**src/rtl/tcc_pkg.sv**
```systemverilog
// Shared types, codes and constants of the two-player countdown clock.
// No dependencies; imported by the channel interfaces and the top level.
package tcc_pkg;

    localparam int MinWidth     = 7;
    localparam int SecWidth     = 6;
    localparam int CfgDataWidth = 7;
    localparam int CfgIdxWidth  = 2;

    typedef logic [MinWidth-1:0]     minutes_t;
    typedef logic [SecWidth-1:0]     seconds_t;
    typedef logic [CfgDataWidth-1:0] cfg_data_t;

    localparam minutes_t MaxMinutes = 7'd99;
    localparam seconds_t MaxSeconds = 6'd59;
    localparam logic [SecWidth:0] SecPerMin = 7'd60;

    localparam minutes_t RstStartMinutes = 7'd5;
    localparam seconds_t RstStartSeconds = 6'd0;
    localparam seconds_t RstBonusSeconds = 6'd0;

    typedef enum logic [1:0] {
        CMD_TICK   = 2'd0,
        CMD_SWITCH = 2'd1,
        CMD_PAUSE  = 2'd2,
        CMD_INIT   = 2'd3
    } cmd_t;

    typedef enum logic [1:0] {
        PH_IDLE  = 2'd0,
        PH_RUN   = 2'd1,
        PH_PAUSE = 2'd2,
        PH_END   = 2'd3
    } phase_t;

    typedef enum logic [CfgIdxWidth-1:0] {
        CFG_START_MIN = 2'd0,
        CFG_START_SEC = 2'd1,
        CFG_BONUS_SEC = 2'd2
    } cfg_index_t;

endpackage

```
**src/rtl/tcc_in_if.sv**
```systemverilog
// Input channel of the countdown clock: valid/ready plus command word.
// Depends on tcc_pkg.
interface tcc_in_if;
    import tcc_pkg::*;

    logic valid;
    logic ready;
    cmd_t cmd;
    logic side_switch;

    modport source (output valid, output cmd, output side_switch, input ready);
    modport sink   (input valid, input cmd, input side_switch, output ready);
endinterface

```
**src/rtl/tcc_out_if.sv**
```systemverilog
// Result channel of the countdown clock: valid/ready plus display word.
// Depends on tcc_pkg.
interface tcc_out_if;
    import tcc_pkg::*;

    logic     valid;
    logic     ready;
    logic     which_display;
    minutes_t show_minutes;
    seconds_t show_seconds;
    logic     colon_on;
    phase_t   game_phase;
    logic     phase_restart;
    logic     last_of_run;

    modport source (output valid, output which_display, output show_minutes,
                    output show_seconds, output colon_on, output game_phase,
                    output phase_restart, output last_of_run, input ready);
    modport sink   (input valid, input which_display, input show_minutes,
                    input show_seconds, input colon_on, input game_phase,
                    input phase_restart, input last_of_run, output ready);
endinterface

```
**src/rtl/two_player_countdown_clock_unit.sv**
```systemverilog
// Top level of the two-player countdown clock with switch bonus.
// Depends on tcc_pkg, tcc_in_if and tcc_out_if.
//
//   channel   direction  handshake      word
//   in_ch     sink       valid/ready    cmd, side_switch
//   out_ch    source     valid/ready    display, time, colon, phase, flags
//   cfg       sink       cfg_write_en   cfg_index, cfg_data
//
// Tick, switch and pause words retire when they fire from the item register;
// init fires once per display result, as the single result register holds one.
// A new word is taken in the cycle the held one retires.
// Reset clears game state, config to its defaults and both registers' valid.
// A stalled result holds the item register; words with no result still pass.
module two_player_countdown_clock_unit (
    input  logic                            clk,
    input  logic                            rst_n,
    input  logic                            cfg_write_en,
    input  logic [tcc_pkg::CfgIdxWidth-1:0] cfg_index,
    input  tcc_pkg::cfg_data_t              cfg_data,
    tcc_in_if.sink                          in_ch,
    tcc_out_if.source                       out_ch
);
    import tcc_pkg::*;

    minutes_t start_min_reg;
    seconds_t start_sec_reg;
    seconds_t bonus_sec_reg;

    phase_t   phase_reg, phase_next;
    logic     active_reg, active_next;
    minutes_t clk_min_reg [2];
    minutes_t clk_min_next [2];
    seconds_t clk_sec_reg [2];
    seconds_t clk_sec_next [2];

    logic     item_valid_reg, item_valid_next;
    logic     half_reg, half_next;
    cmd_t     item_cmd_reg;
    logic     item_side_reg;

    logic     out_valid_reg, out_valid_next;
    logic     res_who_reg;
    minutes_t res_min_reg;
    seconds_t res_sec_reg;
    logic     res_colon_reg;
    phase_t   res_phase_reg;
    logic     res_restart_reg;
    logic     res_last_reg;

    minutes_t sm_sat;
    seconds_t ss_sat;
    seconds_t bonus_sat;
    minutes_t cur_m;
    seconds_t cur_s;
    minutes_t new_m;
    seconds_t new_s;
    logic [SecWidth:0] sum_s;

    logic     has_result;
    logic     item_done;
    logic     res_who;
    minutes_t res_min;
    seconds_t res_sec;
    logic     res_colon;
    logic     res_restart;
    logic     res_last;

    logic     in_accept;
    logic     out_free;
    logic     fire;
    logic     retire;

    // config write port
    always_ff @(posedge clk or negedge rst_n)
    begin
        if (!rst_n)
        begin
            start_min_reg <= RstStartMinutes;
            start_sec_reg <= RstStartSeconds;
            bonus_sec_reg <= RstBonusSeconds;
        end
        else if (cfg_write_en)
        begin
            case (cfg_index)
                CFG_START_MIN: start_min_reg <= cfg_data;
                CFG_START_SEC: start_sec_reg <= cfg_data[SecWidth-1:0];
                CFG_BONUS_SEC: bonus_sec_reg <= cfg_data[SecWidth-1:0];
                default: ;
            endcase
        end
    end

    always_comb
    begin
        sm_sat    = (start_min_reg > MaxMinutes) ? MaxMinutes : start_min_reg;
        ss_sat    = (start_sec_reg > MaxSeconds) ? MaxSeconds : start_sec_reg;
        bonus_sat = (bonus_sec_reg > MaxSeconds) ? MaxSeconds : bonus_sec_reg;

        cur_m = clk_min_reg[active_reg];
        cur_s = clk_sec_reg[active_reg];
        new_m = cur_m;
        new_s = cur_s;
        sum_s = {1'b0, cur_s} + {1'b0, bonus_sat};

        phase_next      = phase_reg;
        active_next     = active_reg;
        clk_min_next[0] = clk_min_reg[0];
        clk_min_next[1] = clk_min_reg[1];
        clk_sec_next[0] = clk_sec_reg[0];
        clk_sec_next[1] = clk_sec_reg[1];

        has_result  = 1'b0;
        item_done   = 1'b1;
        res_who     = active_reg;
        res_min     = cur_m;
        res_sec     = cur_s;
        res_colon   = 1'b1;
        res_restart = 1'b0;
        res_last    = 1'b1;

        unique case (item_cmd_reg)
            CMD_INIT:
            begin
                has_result = 1'b1;
                if (!half_reg)
                begin
                    phase_next      = PH_IDLE;
                    clk_min_next[0] = sm_sat;
                    clk_min_next[1] = sm_sat;
                    clk_sec_next[0] = ss_sat;
                    clk_sec_next[1] = ss_sat;
                    active_next     = ~item_side_reg;
                    item_done       = 1'b0;
                    res_who         = 1'b0;
                    res_min         = sm_sat;
                    res_sec         = ss_sat;
                    res_last        = 1'b0;
                end
                else
                begin
                    res_who = 1'b1;
                    res_min = clk_min_reg[1];
                    res_sec = clk_sec_reg[1];
                end
            end
            CMD_TICK:
            begin
                if (phase_reg == PH_RUN)
                begin
                    has_result = 1'b1;
                    if (cur_s == '0)
                    begin
                        if (cur_m == '0)
                        begin
                            phase_next = PH_END;
                        end
                        else
                        begin
                            new_s = MaxSeconds;
                            new_m = cur_m - 7'd1;
                        end
                    end
                    else
                    begin
                        new_s = cur_s - 6'd1;
                    end
                    clk_min_next[active_reg] = new_m;
                    clk_sec_next[active_reg] = new_s;
                    res_min   = new_m;
                    res_sec   = new_s;
                    res_colon = ~new_s[0];
                end
            end
            CMD_SWITCH:
            begin
                if (phase_reg == PH_IDLE || phase_reg == PH_RUN)
                begin
                    phase_next = PH_RUN;
                    has_result = 1'b1;
                    // carry the bonus into minutes, then cap at the start time
                    if (sum_s >= SecPerMin)
                    begin
                        new_s = SecWidth'(sum_s - SecPerMin);
                        new_m = cur_m + 7'd1;
                    end
                    else
                    begin
                        new_s = sum_s[SecWidth-1:0];
                    end
                    if ({new_m, new_s} > {sm_sat, ss_sat})
                    begin
                        new_m = sm_sat;
                        new_s = ss_sat;
                    end
                    clk_min_next[active_reg] = new_m;
                    clk_sec_next[active_reg] = new_s;
                    active_next = ~active_reg;
                    res_min     = new_m;
                    res_sec     = new_s;
                    res_restart = 1'b1;
                end
            end
            CMD_PAUSE:
            begin
                if (phase_reg == PH_RUN)
                begin
                    phase_next = PH_PAUSE;
                end
                else if (phase_reg == PH_PAUSE)
                begin
                    phase_next = PH_RUN;
                end
            end
            default: ;
        endcase
    end

    assign out_free  = !out_valid_reg || out_ch.ready;
    assign fire      = item_valid_reg && (!has_result || out_free);
    assign retire    = fire && item_done;
    assign in_ch.ready = !item_valid_reg || retire;
    assign in_accept = in_ch.valid && in_ch.ready;

    always_comb
    begin
        item_valid_next = item_valid_reg;
        if (in_accept)
        begin
            item_valid_next = 1'b1;
        end
        else if (retire)
        begin
            item_valid_next = 1'b0;
        end

        half_next = half_reg;
        if (retire)
        begin
            half_next = 1'b0;
        end
        else if (fire)
        begin
            half_next = 1'b1;
        end

        out_valid_next = out_valid_reg;
        if (fire && has_result)
        begin
            out_valid_next = 1'b1;
        end
        else if (out_ch.ready)
        begin
            out_valid_next = 1'b0;
        end
    end

    always_ff @(posedge clk or negedge rst_n)
    begin
        if (!rst_n)
        begin
            item_valid_reg <= 1'b0;
            half_reg       <= 1'b0;
            out_valid_reg  <= 1'b0;
            phase_reg      <= PH_IDLE;
            active_reg     <= 1'b0;
            clk_min_reg[0] <= '0;
            clk_min_reg[1] <= '0;
            clk_sec_reg[0] <= '0;
            clk_sec_reg[1] <= '0;
        end
        else
        begin
            item_valid_reg <= item_valid_next;
            half_reg       <= half_next;
            out_valid_reg  <= out_valid_next;
            if (fire)
            begin
                phase_reg      <= phase_next;
                active_reg     <= active_next;
                clk_min_reg[0] <= clk_min_next[0];
                clk_min_reg[1] <= clk_min_next[1];
                clk_sec_reg[0] <= clk_sec_next[0];
                clk_sec_reg[1] <= clk_sec_next[1];
            end
        end
    end

    // item and result words
    always_ff @(posedge clk)
    begin
        if (in_accept)
        begin
            item_cmd_reg  <= in_ch.cmd;
            item_side_reg <= in_ch.side_switch;
        end
        if (fire && has_result)
        begin
            res_who_reg     <= res_who;
            res_min_reg     <= res_min;
            res_sec_reg     <= res_sec;
            res_colon_reg   <= res_colon;
            res_phase_reg   <= phase_next;
            res_restart_reg <= res_restart;
            res_last_reg    <= res_last;
        end
    end

    assign out_ch.valid         = out_valid_reg;
    assign out_ch.which_display = res_who_reg;
    assign out_ch.show_minutes  = res_min_reg;
    assign out_ch.show_seconds  = res_sec_reg;
    assign out_ch.colon_on      = res_colon_reg;
    assign out_ch.game_phase    = res_phase_reg;
    assign out_ch.phase_restart = res_restart_reg;
    assign out_ch.last_of_run   = res_last_reg;

    a_clock_range: assert property (@(posedge clk) disable iff (!rst_n)
        clk_min_reg[0] <= MaxMinutes && clk_min_reg[1] <= MaxMinutes &&
        clk_sec_reg[0] <= MaxSeconds && clk_sec_reg[1] <= MaxSeconds)
        else $error("clock value out of range");

    a_half_is_init: assert property (@(posedge clk) disable iff (!rst_n)
        half_reg |-> item_valid_reg && item_cmd_reg == CMD_INIT)
        else $error("second init half without init word");

    a_first_result: assert property (@(posedge clk) disable iff (!rst_n)
        out_valid_reg && !res_last_reg |->
            !res_who_reg && res_phase_reg == PH_IDLE && !res_restart_reg)
        else $error("non-final result other than first init display");

    a_end_sticks: assert property (@(posedge clk) disable iff (!rst_n)
        phase_reg == PH_END && !(fire && item_cmd_reg == CMD_INIT)
            |=> phase_reg == PH_END)
        else $error("ended game left end without init");

    a_switch_restart: assert property (@(posedge clk) disable iff (!rst_n)
        fire && has_result && item_cmd_reg == CMD_SWITCH
            |=> out_valid_reg && res_restart_reg && res_phase_reg == PH_RUN)
        else $error("switch result without restart or run phase");

endmodule

```
**src/flat_wrapper.sv**
```systemverilog
// flat-port wrapper written by rule: the top's interface ports become plain ports
module two_player_countdown_clock_unit_flat import tcc_pkg::*;
  (clk, rst_n, cfg_write_en, cfg_index, cfg_data, in_ch_valid, in_ch_cmd, in_ch_side_switch, in_ch_ready, out_ch_valid, out_ch_which_display, out_ch_show_minutes, out_ch_show_seconds, out_ch_colon_on, out_ch_game_phase, out_ch_phase_restart, out_ch_last_of_run, out_ch_ready);
  tcc_in_if in_ch_i ();
  tcc_out_if out_ch_i ();
  input  logic clk;
  input  logic rst_n;
  input  logic cfg_write_en;
  input  logic [tcc_pkg::CfgIdxWidth-1:0] cfg_index;
  input  tcc_pkg::cfg_data_t cfg_data;
  input wire logic [$bits(in_ch_i.valid)-1:0] in_ch_valid;
  input wire logic [$bits(in_ch_i.cmd)-1:0] in_ch_cmd;
  input wire logic [$bits(in_ch_i.side_switch)-1:0] in_ch_side_switch;
  output wire logic [$bits(in_ch_i.ready)-1:0] in_ch_ready;
  output wire logic [$bits(out_ch_i.valid)-1:0] out_ch_valid;
  output wire logic [$bits(out_ch_i.which_display)-1:0] out_ch_which_display;
  output wire logic [$bits(out_ch_i.show_minutes)-1:0] out_ch_show_minutes;
  output wire logic [$bits(out_ch_i.show_seconds)-1:0] out_ch_show_seconds;
  output wire logic [$bits(out_ch_i.colon_on)-1:0] out_ch_colon_on;
  output wire logic [$bits(out_ch_i.game_phase)-1:0] out_ch_game_phase;
  output wire logic [$bits(out_ch_i.phase_restart)-1:0] out_ch_phase_restart;
  output wire logic [$bits(out_ch_i.last_of_run)-1:0] out_ch_last_of_run;
  input wire logic [$bits(out_ch_i.ready)-1:0] out_ch_ready;
  assign in_ch_i.valid = in_ch_valid;
  assign in_ch_i.cmd = in_ch_cmd;
  assign in_ch_i.side_switch = in_ch_side_switch;
  assign in_ch_ready = in_ch_i.ready;
  assign out_ch_valid = out_ch_i.valid;
  assign out_ch_which_display = out_ch_i.which_display;
  assign out_ch_show_minutes = out_ch_i.show_minutes;
  assign out_ch_show_seconds = out_ch_i.show_seconds;
  assign out_ch_colon_on = out_ch_i.colon_on;
  assign out_ch_game_phase = out_ch_i.game_phase;
  assign out_ch_phase_restart = out_ch_i.phase_restart;
  assign out_ch_last_of_run = out_ch_i.last_of_run;
  assign out_ch_i.ready = out_ch_ready;
  two_player_countdown_clock_unit u_core (.clk(clk), .rst_n(rst_n), .cfg_write_en(cfg_write_en), .cfg_index(cfg_index), .cfg_data(cfg_data), .in_ch(in_ch_i), .out_ch(out_ch_i));
endmodule
```
**config.mk**
```make
export PLATFORM = sky130hd
export DESIGN_NAME = two_player_countdown_clock_unit_flat
export DESIGN_NICKNAME = d
export VERILOG_FILES = /design/src/rtl/tcc_pkg.sv /design/src/rtl/tcc_in_if.sv /design/src/rtl/tcc_out_if.sv /design/src/rtl/two_player_countdown_clock_unit.sv /design/src/flat_wrapper.sv
export SDC_FILE = /design/constraint.sdc
export NUM_CORES = 1
export LEC_CHECK = 0
export ABC_AREA = 1
export CORE_ASPECT_RATIO = 0.5
export CORE_MARGIN = 2
export CORE_UTILIZATION = 55
export CTS_CLUSTER_SIZE = 16
export DETAILED_ROUTE_END_ITERATION = 6
export DONT_BUFFER_PORTS = 1
export PLACE_DENSITY = 0.7
export SYNTH_ARGS = -nofsm -noshare
export SYNTH_HDL_FRONTEND = slang
export SYNTH_SLANG_ARGS = --single-unit
```
**constraint.sdc**
```tcl
create_clock -name clk -period 6.81 [get_ports clk]
set_input_delay 1.362 -clock clk [delete_from_list [all_inputs] [get_ports clk]]
set_output_delay 1.362 -clock clk [all_outputs]
set_load 0.1 [all_outputs]
```
# --- Word-level counts from Yosys, hierarchy flattened ---
# Cells that the tools add are included.
classes:
  eq_ne: 10
  muxes: 76
  div: 0
  bitwise: 4
  mul: 0
  n_addsub: 5
  shift: 0
  reduce_logical: 28
  n_lt_le_gt_ge: 7
ops:
  columns: ["operator", "count"]
  rows:
  - ["$mux W7", 18]
  - ["$mux W6", 19]
  - ["$mux W14", 3]
  - ["$pmux W14 S3", 1]
  - ["$mux W12", 3]
  - ["$pmux W12 S3", 1]
  - ["$bwmux W14", 2]
  - ["$bwmux W12", 2]
  - ["$pmux W7 S3", 1]
  - ["$pmux W6 S3", 1]
  - ["$mux W2", 7]
  - ["$gt A13 B13 Y1", 1]
  - ["$mux W1", 13]
  - ["$gt A6 B6 Y1 const B", 2]
  - ["$eq A2 B2 Y1 const B", 4]
  - ["$pmux W2 S4", 1]
  - ["$reduce_and A2 Y1", 4]
  - ["$reduce_bool A2 Y1", 4]
  - ["$add A6 B6 Y7", 1]
  - ["$add A7 B1 Y7 const B", 1]
  - ["$demux W7 S1", 1]
  - ["$ge A7 B6 Y1 const B", 1]
  - ["$gt A7 B7 Y1 const B", 1]
  - ["$logic_not A7 Y1", 1]
  - ["other kinds (21)", 37]
totals:
  memories: 0
  romBits: 0
  ff_bits: 73
  latch_bits: 0
  ramBits: 0
  elab_cells: 151

# --- Logic depth before layout (Yosys ltp) ---
logic_depth:
  word_depth: 16
  depth_mapped: 38
  mapped_depth_nobuf: 35

# --- Least setup slack after synthesis ---
# OpenSTA, ideal clock, no wires.
synth_timing:
  path_kind: "reg-to-reg"
  startpoint: "reg u_core.active_reg"
  endpoint: "reg u_core.res_sec_reg[1], in the netlist u_core.out_ch.show_seconds[1], data pin"
  stages_incl_launch_ff: 34
  period_less_slack_ns: 4.939
  slack_ns: 1.871
  arrival_time_ns: 4.682
  setup_time_ns: 0.256
  path_cell_list: "dfrtp_1 > buf_4 > buf_6 > o21a_1 > inv_1 > ha_1 > inv_1 > fa_1 > inv_1 > nand2_1 > and2_2 > ha_1 > and3_1 > nand3_1 > o21ai_2 > nand2_2 > nand2_2 > buf_6 > inv_1 > nand2_1 > nand2_1 > inv_1 > ha_1 > nand2_1 > nor4_1 > o21ai_0 > nand2_1 > nand2_2 > inv_1 > buf_4 > nand2_1 > o21ai_0 > o21ai_0 > o22a_1"
synth_via:
  elab_chain_len: 15
  word_cells_on_any_way: 31
synth_rtl:
  columns: ["element", "line_no", "rtl"]
  rows:
  - ["start: declaration", "two_player_countdown_clock_unit.sv:30", "logic active_reg, active_next;"]
  - ["start signal: assignment", "two_player_countdown_clock_unit.sv:279", "active_reg <= active_next;"]
  - ["$not A1 Y2 (not written as such) (*)", "two_player_countdown_clock_unit.sv:99, two_player_countdown_clock_unit.sv:100", null]
  - ["$mux W6 (not written as such) (3 in a row)", "two_player_countdown_clock_unit.sv:100", "cur_s = clk_sec_reg[active_reg];"]
  - ["$add A6 B6 Y7", "two_player_countdown_clock_unit.sv:103", "sum_s = {1'b0, cur_s} + {1'b0, bonus_sat};"]
  - ["$sub A6 B6 Y6 / $ge A7 B6 Y1 (equally long branches)", "two_player_countdown_clock_unit.sv:183, two_player_countdown_clock_unit.sv:181", null]
  - ["$mux W6 / $mux W7 (equally long branches)", "two_player_countdown_clock_unit.sv:181", "if (sum_s >= SecPerMin)"]
  - ["$mux W6 / $mux W7 (equally long branches)", "two_player_countdown_clock_unit.sv:176", "if (phase_reg == PH_IDLE || phase_reg == PH_RUN)"]
  - ["$mux W6 / $mux W7 (equally long branches)", "two_player_countdown_clock_unit.sv:121", "unique case (item_cmd_reg)"]
  - ["$gt A13 B13 Y1", "two_player_countdown_clock_unit.sv:190", "if ({new_m, new_s} > {sm_sat, ss_sat})"]
  - ["$mux W6", "two_player_countdown_clock_unit.sv:190", null]
  - ["$mux W6", "two_player_countdown_clock_unit.sv:176", null]
  - ["$mux W6", "two_player_countdown_clock_unit.sv:121", null]
  - ["$mux W6", "two_player_countdown_clock_unit.sv:176", null]
  - ["$pmux W6 S3 (*)", "two_player_countdown_clock_unit.sv:121", null]
  - ["via u_core.res_sec[1]", "two_player_countdown_clock_unit.sv:63", "seconds_t res_sec;"]
  - ["end signal: assignment", "two_player_countdown_clock_unit.sv:300", "res_sec_reg <= res_sec;"]
  - ["end: declaration", "two_player_countdown_clock_unit.sv:44", "seconds_t res_sec_reg;"]
# The timed path passes the listed nets; every way through them passes the cells marked *. The select of a mux whose other input is x is not followed.
# A chain may end at the register's enable or synchronous reset.

# --- Final worst setup path ---
layout_timing:
  startpoint: "reg u_core.active_reg"
  endpoint: "reg u_core.res_min_reg[0], in the netlist u_core.out_ch.show_minutes[0], data pin"
layout_via:
  elab_chain_len: 15
  word_cells_on_any_way: 31
layout_rtl:
  columns: ["element", "line_no", "rtl"]
  rows:
  - ["$not A1 Y2 (not written as such) (*)", "two_player_countdown_clock_unit.sv:99, two_player_countdown_clock_unit.sv:100", null]
  - ["$mux W6 (not written as such) (3 in a row)", "two_player_countdown_clock_unit.sv:100", null]
  - ["$add A6 B6 Y7", "two_player_countdown_clock_unit.sv:103", null]
  - ["$sub A6 B6 Y6 / $ge A7 B6 Y1 (equally long branches)", "two_player_countdown_clock_unit.sv:183, two_player_countdown_clock_unit.sv:181", null]
  - ["$mux W6 / $mux W7 (equally long branches)", "two_player_countdown_clock_unit.sv:181", null]
  - ["$mux W6 / $mux W7 (equally long branches)", "two_player_countdown_clock_unit.sv:176", null]
  - ["$mux W6 / $mux W7 (equally long branches)", "two_player_countdown_clock_unit.sv:121", null]
  - ["$gt A13 B13 Y1", "two_player_countdown_clock_unit.sv:190", null]
  - ["$mux W7", "two_player_countdown_clock_unit.sv:190", null]
  - ["$mux W7", "two_player_countdown_clock_unit.sv:176", null]
  - ["$mux W7", "two_player_countdown_clock_unit.sv:121", null]
  - ["$mux W7", "two_player_countdown_clock_unit.sv:176", null]
  - ["$pmux W7 S3 (*)", "two_player_countdown_clock_unit.sv:121", null]
  - ["via u_core.res_min[0]", "two_player_countdown_clock_unit.sv:62", "minutes_t res_min;"]
  - ["end signal: assignment", "two_player_countdown_clock_unit.sv:299", "res_min_reg <= res_min;"]
  - ["end: declaration", "two_player_countdown_clock_unit.sv:43", "minutes_t res_min_reg;"]
# Marks and branches as above.

==> qor.csv <==
metric;value;unit
Final Setup Violations;0;
Syn Nets;877;
Die H;76.8;um
register area share after synthesis;33.3;%
drt drc;0;
Worst-Margin Slew;1.27;ns
RSZ-0062 raised after global routing;no;
Final TNS setup;0;ns
dpl ws;1.08;ns
vias per cell;6.07;
Primary FF master, synth;dfrtp_1;
CTS resizes;0;
die area;11500;um^2
# diodes;0;
Initial Util;56.9;%
clock transition at the registers of the reported paths;0.06;ns
CP dominant cell by count;nand2_1;
status;complete, no violations;
setup ws final;0.918;ns
Worst-Skew Late Latency;0.35;ns
CP required;6.98;ns
Area Growth Syn to Fin;6.23;%
crit path kind;reg2reg;
DRT iter0 DRCs;837;
Min Hold Slack;0.481;ns
unique cell type count in the Yosys netlist;61;
Synth Instances;835;
maxcap violations;0;
largest net degree at the start of global routing;52;
RePlAce Congestion;1.07;
initial antenna violation count;0;
share of cells above drive strength 1;8.00;%
cell taking the most area after synthesis;dfrtp_1;
Vias;5858;
# IOs;38;
final slew viol count;0;
Clock Tree Buf Depth;2;
minimum clock period;5.89;ns
startpoint types;register;
core footprint;10200;um^2
filler instances;1006;
asr flop ratio synth;69.9;%
setup bufs post-CTS;0;
Syn Std Cell Area;5830;um^2
slew margin rel.;14.9;%
commonest cells in the netlist;nand2_1 (237), inv_1 (121), nand3_1 (63);
Die Width;150;um
row cnt;26;
fin nets;862;
crit end category;register;
clock buffer count from CTS;9;
HP Class;reg2reg;
count leader, synth;nand2_1;
max incr delay on CP;0.79;ns
slowest CP cell;dfrtp_2;
GRT Residual Overflow;0;
GRT Total Usage;35.2;%
vias in the first global route;5254;
clk sink count;73;
Port Buffers;0;
fmax;0.170;GHz
first-pass GRT wire length;30100;um
fin crit share;86.5;%
Synth area leaders;dfrtp_1 (21%), nand2_1 (15%), edfxtp_1 (11%);
Routed Antenna Nets;0;
CTS tree;yes;
clock root buffer;clkbuf_16;
TritonRoute pass-1 iters;6;
max reg flops;14;
Ys Warns;0;
Final Hold Viols;0;
final non-filler cell total;965;
clk_skew;0.00919;ns
dpl cells;949;
CTS Hold Buffers Added;0;
WP data arrival;6.06;ns
post-DP HPWL;14400;um
CTS H-tree depth;3;
Avg WL per Cell;20.0;um
number of flops mapped to enable cells by yosys;22;
#FFs+latches synth;73;
final wirelength;19300;um
Syn Area/Cell;6.98;um^2
top cell type's share of synthesized area;21.0;%
CP max FO;30;
[cells by family (layout without fill, tap and decap cells)]
family	count (synthesis)	count (layout)	share of synthesized area [%]
AND/OR/NAND/NOR	404	404	30.1
AO/OA/AOI/OAI	168	168	19.0
buffers and inverters	157	147	10.9
flip-flops	73	73	33.3
adder cells (fa/ha/maj)	25	25	5.50
XOR/XNOR	8	8	1.20
[stage by stage]
step | area, um^2 | util [%]
after CTS | 6190 | 60.4
after global placement | 5860 | 57.2
final | 6190 | 60.4
after global routing | 6190 | 60.4
after floorplan | 5830 | -
after detailed placement | 5860 | 57.2
[placed cells by master, fill, tap and decap left out, types with 10 or more instances in the layout]
| cell | netlist | layout |
|---|---|---|
| nand3_1 | 63 | 63 |
| o21ai_0 | 48 | 48 |
| nor2_1 | 57 | 57 |
| o211ai_1 | 10 | 10 |
| dfrtp_1 | 49 | 48 |
| a21oi_1 | 37 | 37 |
| nand2_1 | 237 | 237 |
| o21ai_2 | 10 | 10 |
| inv_1 | 121 | 121 |
| nand4_1 | 13 | 13 |
| ha_1 | 24 | 24 |
| edfxtp_1 | 22 | 22 |
[layout make-up]
| type | count | area [um^2] | share of cell area [%] |
|---|---|---|---|
| multi-input cells | 605 | 3250 | 52.5 |
| flip-flops and latches | 73 | 1940 | 31.3 |
| inverters | 130 | 488 | 7.88 |
| clock buffers | 9 | 225 | 3.64 |
| well taps | 140 | 175 | 2.83 |
| clock inverters | 7 | 101 | 1.64 |
| repair buffers | 1 | 7.51 | 0.121 |
[path summary, 6_finish.rpt]
kind	start	endpoint	slack [ns]	cells after the start
max in group asynchronous	rst_n	u_core.start_min_reg[0]$_DFFE_PN1P_	5.89	0
min	u_core.bonus_sec_reg[0]$_DFFE_PN0P_	u_core.bonus_sec_reg[0]$_DFFE_PN0P_	0.48	2
min reg2reg	u_core.bonus_sec_reg[0]$_DFFE_PN0P_	u_core.bonus_sec_reg[0]$_DFFE_PN0P_	0.48	2
max reg2reg	u_core.active_reg$_DFFE_PN0P_	u_core.out_ch.show_minutes[0]$_DFFE_PP_	0.92	30
min in group asynchronous	rst_n	u_core.clk_min_reg[0]$_DFFE_PN0P_	0.71	0
max	u_core.active_reg$_DFFE_PN0P_	u_core.out_ch.show_minutes[0]$_DFFE_PP_	0.92	30
[metal layers]
metal | vias up | GRT usage (%) | part of all wire [%]
met4 | 2 | 9.52 | 1.8
met3 | 39 | 12.1 | 15
met5 | - | 4.09 | 0.30
met1 | 2696 | 53.0 | 45
met2 | 398 | 46.8 | 38
li1 | 2723 | - | -
[critical path, delay by kind of cell, from the launching register on]
kind / cells / cell delay [ns]
AOI/OAI and AO/OA: 5 / 0.83
adders and majority gates: 4 / 1.06
DFF: 1 / 0.79
buffers and inverters: 6 / 0.94
and+or+nand+nor: 15 / 2.05
Power is not shown: default switching activity piles up to over one toggle a cycle in this logic, so the estimate is an artifact.
